--- src/rtl/pdll_pkg.sv ---
package pdll_pkg;
   localparam int PoolDepth = 32;
   localparam int SlotW = $clog2(PoolDepth);
   localparam int CountW = $clog2(PoolDepth + 1);
   localparam int PosW = 7;
   localparam int ValW = 32;

   typedef enum logic [1:0] {
      CMD_INSERT = 2'd0,
      CMD_APPEND = 2'd1,
      CMD_DELETE = 2'd2,
      CMD_DUMP   = 2'd3
   } cmd_type;

   typedef enum logic [1:0] {
      ST_OK      = 2'd0,
      ST_INVALID = 2'd1,
      ST_FULL    = 2'd2,
      ST_EMPTY   = 2'd3
   } status_type;

   typedef struct packed {
      cmd_type           cmd;
      logic [PosW-1:0]   position;
      logic [ValW-1:0]   value;
   } op_type;
endpackage

--- src/rtl/pdll_front.sv ---
module pdll_front (
   input  logic              clock,
   input  logic              reset,
   input  logic              in_valid,
   output logic              in_ready,
   input  pdll_pkg::op_type  in_op,
   output logic              q_valid,
   input  logic              q_ready,
   output pdll_pkg::op_type  q_op
);
   import pdll_pkg::*;

   // two-entry queue
   op_type     mem_ff [2];
   logic       wp_ff, wp_in, rp_ff, rp_in;
   logic [1:0] cnt_ff, cnt_in;
   logic       push, pop;

   assign in_ready = (cnt_ff != 2'd2);
   assign q_valid  = (cnt_ff != 2'd0);
   assign q_op     = mem_ff[rp_ff];
   assign push     = in_valid && in_ready;
   assign pop      = q_valid && q_ready;

   always_comb begin
      wp_in  = push ? ~wp_ff : wp_ff;
      rp_in  = pop ? ~rp_ff : rp_ff;
      cnt_in = cnt_ff + {1'b0, push} - {1'b0, pop};
   end

   always_ff @(posedge clock) begin
      if (reset) begin
         wp_ff  <= 1'b0;
         rp_ff  <= 1'b0;
         cnt_ff <= 2'd0;
      end else begin
         wp_ff  <= wp_in;
         rp_ff  <= rp_in;
         cnt_ff <= cnt_in;
      end
      if (push) begin
         mem_ff[wp_ff] <= in_op;
      end
   end
endmodule

--- src/rtl/pdll_back.sv ---
module pdll_back (
   input  logic                         clock,
   input  logic                         reset,
   input  logic                         q_valid,
   output logic                         q_ready,
   input  pdll_pkg::op_type             q_op,
   output logic                         out_valid,
   input  logic                         out_ready,
   output logic [1:0]                   out_status,
   output logic [pdll_pkg::ValW-1:0]    out_value,
   output logic [pdll_pkg::PosW-1:0]    out_count,
   output logic                         out_last
);
   import pdll_pkg::*;

   typedef enum logic [5:0] {
      S_IDLE = 6'b000001,
      S_WALK = 6'b000010,
      S_LINK = 6'b000100,
      S_DUMP = 6'b001000,
      S_EMIT = 6'b010000,
      S_FIN  = 6'b100000
   } state_type;

   logic [ValW-1:0]  val_ff  [PoolDepth];
   logic [SlotW-1:0] nxt_ff  [PoolDepth];
   logic [SlotW-1:0] prv_ff  [PoolDepth];
   logic [PoolDepth-1:0] used_ff;
   logic [SlotW-1:0] head_ff, tail_ff;
   logic [CountW-1:0] count_ff;

   state_type state_ff;
   op_type    op_ff;
   logic [SlotW-1:0] cur_ff;
   logic [PosW-1:0]  step_ff;
   logic [PosW-1:0]  target_ff;
   logic [SlotW-1:0] free_slot;

   logic              ov_ff;
   logic [1:0]        os_ff;
   logic [ValW-1:0]   oval_ff;
   logic [PosW-1:0]   ocnt_ff;
   logic              olast_ff;

   logic [PosW-1:0] cnt_w;
   logic [PosW-1:0] eff_pos;
   logic            is_ins;

   assign cnt_w = PosW'(count_ff);
   assign out_valid  = ov_ff;
   assign out_status = os_ff;
   assign out_value  = oval_ff;
   assign out_count  = ocnt_ff;
   assign out_last   = olast_ff;
   assign q_ready    = (state_ff == S_IDLE) && !ov_ff;
   assign is_ins     = (q_op.cmd == CMD_INSERT) || (q_op.cmd == CMD_APPEND);
   assign eff_pos    = (q_op.cmd == CMD_APPEND) ? cnt_w : q_op.position;

   always_comb begin
      free_slot = '0;
      for (int i = PoolDepth - 1; i >= 0; i--) begin
         if (!used_ff[i]) free_slot = SlotW'(i);
      end
   end

   always_ff @(posedge clock) begin
      if (reset) begin
         state_ff <= S_IDLE;
         used_ff  <= '0;
         head_ff  <= '0;
         tail_ff  <= '0;
         count_ff <= '0;
         ov_ff    <= 1'b0;
      end else begin
         if (ov_ff && out_ready && state_ff != S_DUMP) ov_ff <= 1'b0;
         unique case (state_ff)
            S_IDLE: begin
               if (q_valid && q_ready) begin
                  op_ff     <= q_op;
                  cur_ff    <= head_ff;
                  step_ff   <= '0;
                  oval_ff   <= '0;
                  olast_ff  <= 1'b1;
                  if (q_op.cmd == CMD_DUMP) begin
                     if (count_ff == '0) begin
                        os_ff   <= ST_EMPTY;
                        ocnt_ff <= '0;
                        ov_ff   <= 1'b1;
                     end else begin
                        os_ff    <= ST_OK;
                        state_ff <= S_DUMP;
                     end
                  end else if (is_ins) begin
                     if (eff_pos > cnt_w) begin
                        os_ff <= ST_INVALID; ocnt_ff <= cnt_w; ov_ff <= 1'b1;
                     end else if (cnt_w >= PosW'(PoolDepth)) begin
                        os_ff <= ST_FULL; ocnt_ff <= cnt_w; ov_ff <= 1'b1;
                     end else begin
                        os_ff    <= ST_OK;
                        state_ff <= (eff_pos > 1 && eff_pos != cnt_w) ? S_WALK : S_LINK;
                        target_ff <= eff_pos - 1'b1;
                     end
                  end else begin
                     if (count_ff == '0) begin
                        os_ff <= ST_EMPTY; ocnt_ff <= cnt_w; ov_ff <= 1'b1;
                     end else if (q_op.position >= cnt_w) begin
                        os_ff <= ST_INVALID; ocnt_ff <= cnt_w; ov_ff <= 1'b1;
                     end else begin
                        os_ff     <= ST_OK;
                        target_ff <= q_op.position;
                        state_ff  <= (q_op.position != '0) ? S_WALK : S_LINK;
                     end
                  end
               end
            end
            S_WALK: begin
               cur_ff  <= nxt_ff[cur_ff];
               step_ff <= step_ff + 1'b1;
               if (step_ff + 1'b1 == target_ff) state_ff <= S_LINK;
            end
            S_LINK: begin
               if (op_ff.cmd == CMD_DELETE) begin
                  used_ff[cur_ff] <= 1'b0;
                  if (count_ff == CountW'(1)) begin
                     head_ff <= '0; tail_ff <= '0;
                  end else if (target_ff == '0) begin
                     head_ff <= nxt_ff[cur_ff];
                  end else if (target_ff == cnt_w - 1'b1) begin
                     tail_ff <= prv_ff[cur_ff];
                  end else begin
                     nxt_ff[prv_ff[cur_ff]] <= nxt_ff[cur_ff];
                     prv_ff[nxt_ff[cur_ff]] <= prv_ff[cur_ff];
                  end
                  count_ff <= count_ff - 1'b1;
                  ocnt_ff  <= cnt_w - 1'b1;
               end else begin
                  // target_ff holds position-1 here
                  val_ff[free_slot]  <= op_ff.value;
                  used_ff[free_slot] <= 1'b1;
                  if (count_ff == '0) begin
                     head_ff <= free_slot; tail_ff <= free_slot;
                  end else if (target_ff == {PosW{1'b1}}) begin
                     nxt_ff[free_slot] <= head_ff;
                     prv_ff[head_ff]   <= free_slot;
                     head_ff           <= free_slot;
                  end else if (target_ff + 1'b1 == cnt_w) begin
                     prv_ff[free_slot] <= tail_ff;
                     nxt_ff[tail_ff]   <= free_slot;
                     tail_ff           <= free_slot;
                  end else begin
                     nxt_ff[free_slot]      <= nxt_ff[cur_ff];
                     prv_ff[free_slot]      <= cur_ff;
                     nxt_ff[cur_ff]         <= free_slot;
                     prv_ff[nxt_ff[cur_ff]] <= free_slot;
                  end
                  count_ff <= count_ff + 1'b1;
                  ocnt_ff  <= cnt_w + 1'b1;
               end
               ov_ff    <= 1'b1;
               state_ff <= S_FIN;
            end
            S_DUMP: begin
               if (!ov_ff || out_ready) begin
                  oval_ff  <= val_ff[cur_ff];
                  ocnt_ff  <= cnt_w;
                  olast_ff <= (step_ff + 1'b1 == cnt_w);
                  ov_ff    <= 1'b1;
                  cur_ff   <= nxt_ff[cur_ff];
                  step_ff  <= step_ff + 1'b1;
                  state_ff <= (step_ff + 1'b1 == cnt_w) ? S_FIN : S_EMIT;
               end
            end
            S_EMIT: begin
               state_ff <= S_DUMP;
            end
            S_FIN: begin
               state_ff <= S_IDLE;
            end
            default: state_ff <= S_IDLE;
         endcase
      end
   end
endmodule

--- src/rtl/positional_doubly_linked_list_core.sv ---
// Doubly linked list of signed 32-bit values in a pool of PoolDepth nodes.
// Commands on req_tdata: insert at index, append, delete at index, dump.
// Commands queue in a two-entry buffer; the list engine handles one at a
// time, walking one link per cycle. An insert inside the list at index p
// walks to index p-1 and a delete at index p walks to index p (a tail
// delete walks the whole list); head inserts, appends and head deletes
// link without a walk. A dump delivers its values one at a time and waits
// while a response is not taken. Each command gives one response except
// a dump of a non-empty list, one response per element; rsp_tlast marks the final one.
module positional_doubly_linked_list_core (
   input  logic        clock,
   input  logic        reset,
   input  logic        req_tvalid,
   output logic        req_tready,
   input  logic [47:0] req_tdata,  // cmd[1:0], position[8:2], value[40:9], zero pad
   output logic        rsp_tvalid,
   input  logic        rsp_tready,
   output logic [47:0] rsp_tdata,  // status[1:0], item_value[33:2], count[40:34], pad
   output logic        rsp_tlast
);
   import pdll_pkg::*;

   op_type in_op, q_op;
   logic   q_valid, q_ready;
   logic [1:0]      st;
   logic [ValW-1:0] v;
   logic [PosW-1:0] c;

   assign in_op.cmd      = cmd_type'(req_tdata[1:0]);
   assign in_op.position = req_tdata[8:2];
   assign in_op.value    = req_tdata[40:9];

   pdll_front u_front (
      .clock, .reset,
      .in_valid(req_tvalid), .in_ready(req_tready), .in_op,
      .q_valid, .q_ready, .q_op
   );

   pdll_back u_back (
      .clock, .reset,
      .q_valid, .q_ready, .q_op,
      .out_valid(rsp_tvalid), .out_ready(rsp_tready),
      .out_status(st), .out_value(v), .out_count(c), .out_last(rsp_tlast)
   );

   assign rsp_tdata = {7'd0, c, v, st};
endmodule

--- config.mk ---
export PLATFORM = sky130hd
export DESIGN_NAME = positional_doubly_linked_list_core
export DESIGN_NICKNAME = d
export VERILOG_FILES = /design/src/rtl/pdll_pkg.sv /design/src/rtl/pdll_front.sv /design/src/rtl/pdll_back.sv /design/src/rtl/positional_doubly_linked_list_core.sv
export SDC_FILE = /design/constraint.sdc
export NUM_CORES = 2
export LEC_CHECK = 0
export ABC_CLOCK_PERIOD_IN_PS = 7360
export BUFFER_PORTS_ARGS = -buffer_cell sky130_fd_sc_hd__buf_2
export CAP_MARGIN = 20
export CORE_MARGIN = 2
export CORE_UTILIZATION = 63
export CTS_CLUSTER_DIAMETER = 120
export CTS_CLUSTER_SIZE = 12
export DETAILED_ROUTE_END_ITERATION = 8
export GPL_TIMING_DRIVEN = 0
export PLACE_DENSITY = 0.78
export SLEW_MARGIN = 10
export SYNTH_ARGS = -nofsm -noshare
export SYNTH_HDL_FRONTEND = slang
export SYNTH_SLANG_ARGS = --single-unit
--- constraint.sdc ---
create_clock -name clock -period 7.36 [get_ports clock]
set_input_delay 0.736 -clock clock [delete_from_list [all_inputs] [get_ports clock]]
set_output_delay 0.736 -clock clock [all_outputs]
set_load 0.005 [all_outputs]
[Word-level counts from Yosys, hierarchy flattened]
Memories as Yosys holds them, arrays and structs flattened. A register that Yosys moved wholly into a read port is not among the register bits.
Index checks and enable logic that the tools add are counted.
Storage, ports and cells
  memories kept: 4
  word-level logic and storage cells: 282
  register bits after elaboration: 154
  bits in writable memories: 1426
  input bits: 52
Memory list
  u_back.val_ff: words 32, bits a word 32, rd ports 1, clocked after memory_dff 1, wr ports 1, line pdll_back.sv:25  | logic [ValW-1:0] val_ff [PoolDepth];
  u_back.nxt_ff: words 32, bits a word 5, rd ports 1, clocked after memory_dff 1, wr ports 2, line pdll_back.sv:26  | logic [SlotW-1:0] nxt_ff [PoolDepth];
  u_back.prv_ff: words 32, bits a word 5, rd ports 1, clocked after memory_dff 1, wr ports 2, line pdll_back.sv:27  | logic [SlotW-1:0] prv_ff [PoolDepth];
  u_front.mem_ff: words 2, bits a word 41, rd ports 1, clocked after memory_dff 1, wr ports 1, line pdll_front.sv:14  | op_type mem_ff [2];
Cells by class
  order comparisons: 8
  muxes and demuxes: 161
  reductions and logical operators: 32
  add/subtract/negate cells: 9
  bitwise logic cells: 13
  eq/ne operators: 37
Operators by type and width (number)
  5-bit 2-to-1 mux: 58
  7-bit 2-to-1 mux: 18
  32-bit 2-to-1 mux: 3
  6-bit 2-to-1 mux: 12
  32-bit case mux with 2 select lines: 1
  1-bit 2-to-1 mux: 53
  7-bit case mux with 3 select lines: 2
  32-bit bitwise AND: 1
  32-bit inverter: 1
  32-bit bitwise OR: 1
  6-bit case mux with 5 select lines: 1
  8-bit AND reduction: 2
  3-bit != test (second input constant): 5
  5-bit case mux with 3 select lines: 1
  5-bit OR reduction: 3
  7-bit by 1-bit adder with 7-bit output (second input constant): 2
  7-bit by 6-bit equality test with 1-bit output: 2
  7-bit equality test: 2
  6-bit by 1-bit equality test with 1-bit output (second input constant): 2
  5-bit by 6-bit less-than comparator with 1-bit output (second input constant): 2
  2-bit 2-to-1 mux: 6
  3-bit nonzero test: 4
  1-bit demux with 5-bit select: 2
  5-bit by 1-bit >= comparator with 1-bit output (second input constant): 2
  other kinds (46): 74

[Longest topological paths before layout]
  depth after elaboration: 38
  gate-level depth with buffers: 16

[Hierarchy]
Synthesis repeated with hierarchy kept, for this count alone.
Second synthesis, totals
  cell total of the unflattened synthesis: 3703
  area total of the unflattened synthesis: 67677.4 µm²
Modules (own cells, without submodules)
  pdll_back: cells an instance 3543, area an instance 64252.9 µm², times used 1, seq. area each 44412.6 µm²
  pdll_front: cells an instance 152, area an instance 3368.2 µm², times used 1, seq. area each 2562.5 µm²
  positional_doubly_linked_list_core: cells an instance 8, area an instance 56.3 µm², times used 1, seq. area each 0.0 µm²

[Worst setup path after synthesis]
No wires, ideal clock.
  path type: input to register
  start point: input port reset
  end point: register u_back.target_ff[0], enable pin
  stages on the path: 3
  data required time: 7.035 ns
  buffers on the path: 1
  library setup time: 0.325 ns
  slack: 2.014 ns
  data arrival time: 5.021 ns
  cell sequence: clkbuf_1 > nor4_1 > o21a_1
Between the ends
  word-level cells in the longest chain between the ends: 2
Ends and longest elaborated chain
  start: declaration: line positional_doubly_linked_list_core.sv:12  | input logic reset,
  1-bit inverter (no line)
  8-bit AND reduction (no line)
  end signal: assignment: line pdll_back.sv:101  | target_ff <= eff_pos - 1'b1;
  end signal: assignment: line pdll_back.sv:110  | target_ff <= q_op.position;
  end: declaration: line pdll_back.sv:36  | logic [PosW-1:0] target_ff;
Every way passes these cells.
A chain may end at the register's enable or synchronous reset.

==> results.yml <==
status:
  run_status: "finished clean"
drt:
  drc_errors: 0
  drtPass1Iterations: 8
  ant_nets: 0
  wire_per_inst_um: 36.0
  drtIter0Drc: 6978
  finalWirelength_um: 196000
  vias: 39907
  via_per_inst: 7.33
cts:
  clock_latency_ps: 790
  ctsLongestPathBuffers: 3
  cts_resized: 0
  cts_num_sinks: 1586
  numCtsBuffers: 150
  hold_buffers: 0
  cts_tree: "done"
  cts_setup_buffers: 0
  clk_pin_slew_ps: 70
  cts.htree.levels: 4
  root_buffer: "clkbuf_16"
job:
  max_cap_violations: 0
min_path:
  hold_path.class: "input pin to flip-flop"
  worstHoldPathCells: 1
layout:
  nFillCells: 6250
  stdcell_area_mm2: 0.0758
  area_growth_pct: 12.3
  final_cells: 5445
  final_layout_size_suffix_gt1_frac: 0.231
  fin_nets: 4076
setup_path:
  slowest_stage: "buf_1"
  crit_path_start_kind: "flip-flop"
  worst-setup-path-type: "flip-flop to flip-flop"
  rr_worst_depth: 12
  cp_data_arrival_time_ps: 6240
  worst-path-max-fanout: 10
  worstPathRequired_ps: 7870
  crit_chain: "buf_6 -> buf_12 -> buf_12 -> buf_8 -> buf_2 -> buf_2 -> clkbuf_1 -> buf_1 -> mux4_2 -> mux4_2 -> mux2i_1 -> nor2_1"
  crit_path_end_kind: "flip-flop"
  crit_path_max_incr_delay_ps: 930
  crit_path_end: "u_back.out_value[22]"
  r2r_end: "u_back.out_value[22]"
  r2r_slack_ps: 1630
place:
  dpl-instance-area_mm2: 0.0714
  routabilityCongestion: 0.947
  portBuffers: 87
  dp_hpwl_um: 121000
  placed_cells: 5227
sta:
  hold_viol: 0
  setup_violations: 0
  slew_violations: 0
  max_freq_mhz: 174
  relSlewSlack: 0.174
  post-route-period-util: 0.779
  whs_ps: 142
  fin_skew_ps: 58.5
  rsz0062_at_grt: "false"
  period_minus_slack_ps: 5730
  tightestPinTransition_ps: 1240
logic_synthesis:
  synth-xor-area-share: 0.00686
  ys_seq_area_frac: 0.696
  ys_seq_elements: 1586
  synth_edf_count: 1521
  yosys.area_share.simple: 0.0425
  synthFlopType: "edfxtp_1"
  synthMuxAreaShare: 0.201
  syn_area_mm2: 0.0675
  async_flop_share: 0
  yosys-top-cells-area: "edfxtp_1 68%, mux4_2 13%, mux2i_1 5.6%"
  synth_common_cells: "1521 x edfxtp_1, 389 x mux4_2, 380 x mux2i_1"
  synthAdderAreaFrac: 0.00511
  yosysTopAreaCell: "edfxtp_1"
  syn_inst: 3665
  syn_area_per_cell_um2: 18.4
  synth_top_area_share: 0.676
  yosys_warnings: 0
  synth_compound_area_frac: 0.0279
  synth_top_family_by_area: "multiplexers"
  synth.most_common_cell: "edfxtp_1"
  synth.distinct_cells: 88
grt:
  antenna_found_initial: 2
  grt_pass1_vias: 39702
  grt.total_usage: 0.360
  grt_start_max_net_pins: 33
  grt_overflow: 0
  grt_pass1_wl_um: 281000
power:
  p_per_area_mw_per_mm2: 378
  ir_worst_vdd_uv: 271
  total_leakage_power_nw: 25.3
floorplan:
  chipHeight_um: 331
  die_w_um: 331
  core_mm2: 0.107
  std_cell_rows: 120
  start_util: 0.632
  die_area_mm2: 0.110
  num_io_pins: 103
kinds of logic after synthesis:
| kind of cell | count (synthesis) |
|---|---|
| xor gates and xnor gates | 52 |
| adders and majority gates | 27 |
| AOI/OAI and AO/OA | 300 |
| muxes | 837 |
| and+or+nand+nor | 569 |
| buffers and inverters | 293 |
| DFF | 1586 |
| other | 1 |
worst max-delay path: cells and delay by family (launching register included):
kind	cells	cell delay, ps
and+or+nand+nor	1	110
muxes	3	1490
buffers and inverters	8	3470
DFF	1	320
power by group:
part / internal (mW) / switching, mW / total, mW
Clock: 3.76 / 3.36 / 7.12
Sequential: 11.3 / 0.501 / 11.8
Combinational: 3.92 / 5.82 / 9.74
Total: 19.0 / 9.68 / 28.7
layout make-up:
cell class / count / area [um^2] / share of cell area
clock inverters: 14 / 292 / 0.00385
well taps: 1403 / 1760 / 0.0232
repair buffers: 174 / 2010 / 0.0266
plain buffers: 262 / 1270 / 0.0167
flip-flops and latches: 1586 / 47000 / 0.620
inverters: 31 / 116 / 0.00153
diodes: 3 / 7.51 / 0.0000990
multi-input cells: 1792 / 19500 / 0.257
clock buffers: 180 / 3910 / 0.0516
per-layer routing:
layer | track usage | part of all wire | wire length [um]
met3 | 0.0891 | 0.13 | 24700
met2 | 0.563 | 0.47 | 92700
met5 | 0 | 0 | 0
met4 | 0.162 | 0.051 | 10100
met1 | 0.488 | 0.35 | 68600
stage by stage:
stage,TNS [ps],power (mW),util,worst slack (ps)
6_report,0,28.7,0.710,1630
5_1_grt,0,29.4,0.710,1580
4_1_cts,0,28.3,0.708,1860
3_5_place_dp,0,21.1,0.668,1880
3_3_place_gp,-127840,20.8,0.653,-3310
2_1_floorplan,0,17.8,-,2010
worst min path at each step:
stage / startpoint / end / slack, ps
2_1_floorplan: u_back.used_ff[26] / u_back.used_ff[26] / 480
3_3_place_gp: u_back.used_ff[19] / u_back.used_ff[19] / 490
3_5_place_dp: u_back.used_ff[31] / u_back.used_ff[31] / 500
4_1_cts: req_tdata[39] / u_front.mem_ff[0][30] / 100
5_1_grt: req_tdata[39] / u_front.mem_ff[0][30] / 120
6_report: req_tdata[39] / u_front.mem_ff[0][30] / 140
cell usage in the layout, fill, tap and decap left out, drive strengths merged, types with 26 or more instances in the layout:
master	synthesis	routed
edfxtp	1521	1521
mux4	406	406
mux2i	381	381
clkbuf	148	329
buf	113	286
nand2	175	175
nor2	163	163
o21ai	90	90
a21oi	70	70
dfxtp	65	65
mux2	50	50
inv	30	37
xnor2	36	36
nand3	33	33
o22ai	33	33
or3	28	28
nor3	28	28
ha	26	26
flip-flops by register name, summed over array words and instances (netlist names), 32 cells and up, named ones only:
register          cells
u_back.nxt_ff       160
u_back.op_ff         34
u_back.out_value     32
u_back.prv_ff       160
u_back.used_ff       32
u_back.val_ff      1024
u_front.mem_ff       82
(Power assumes the default switching activity.)
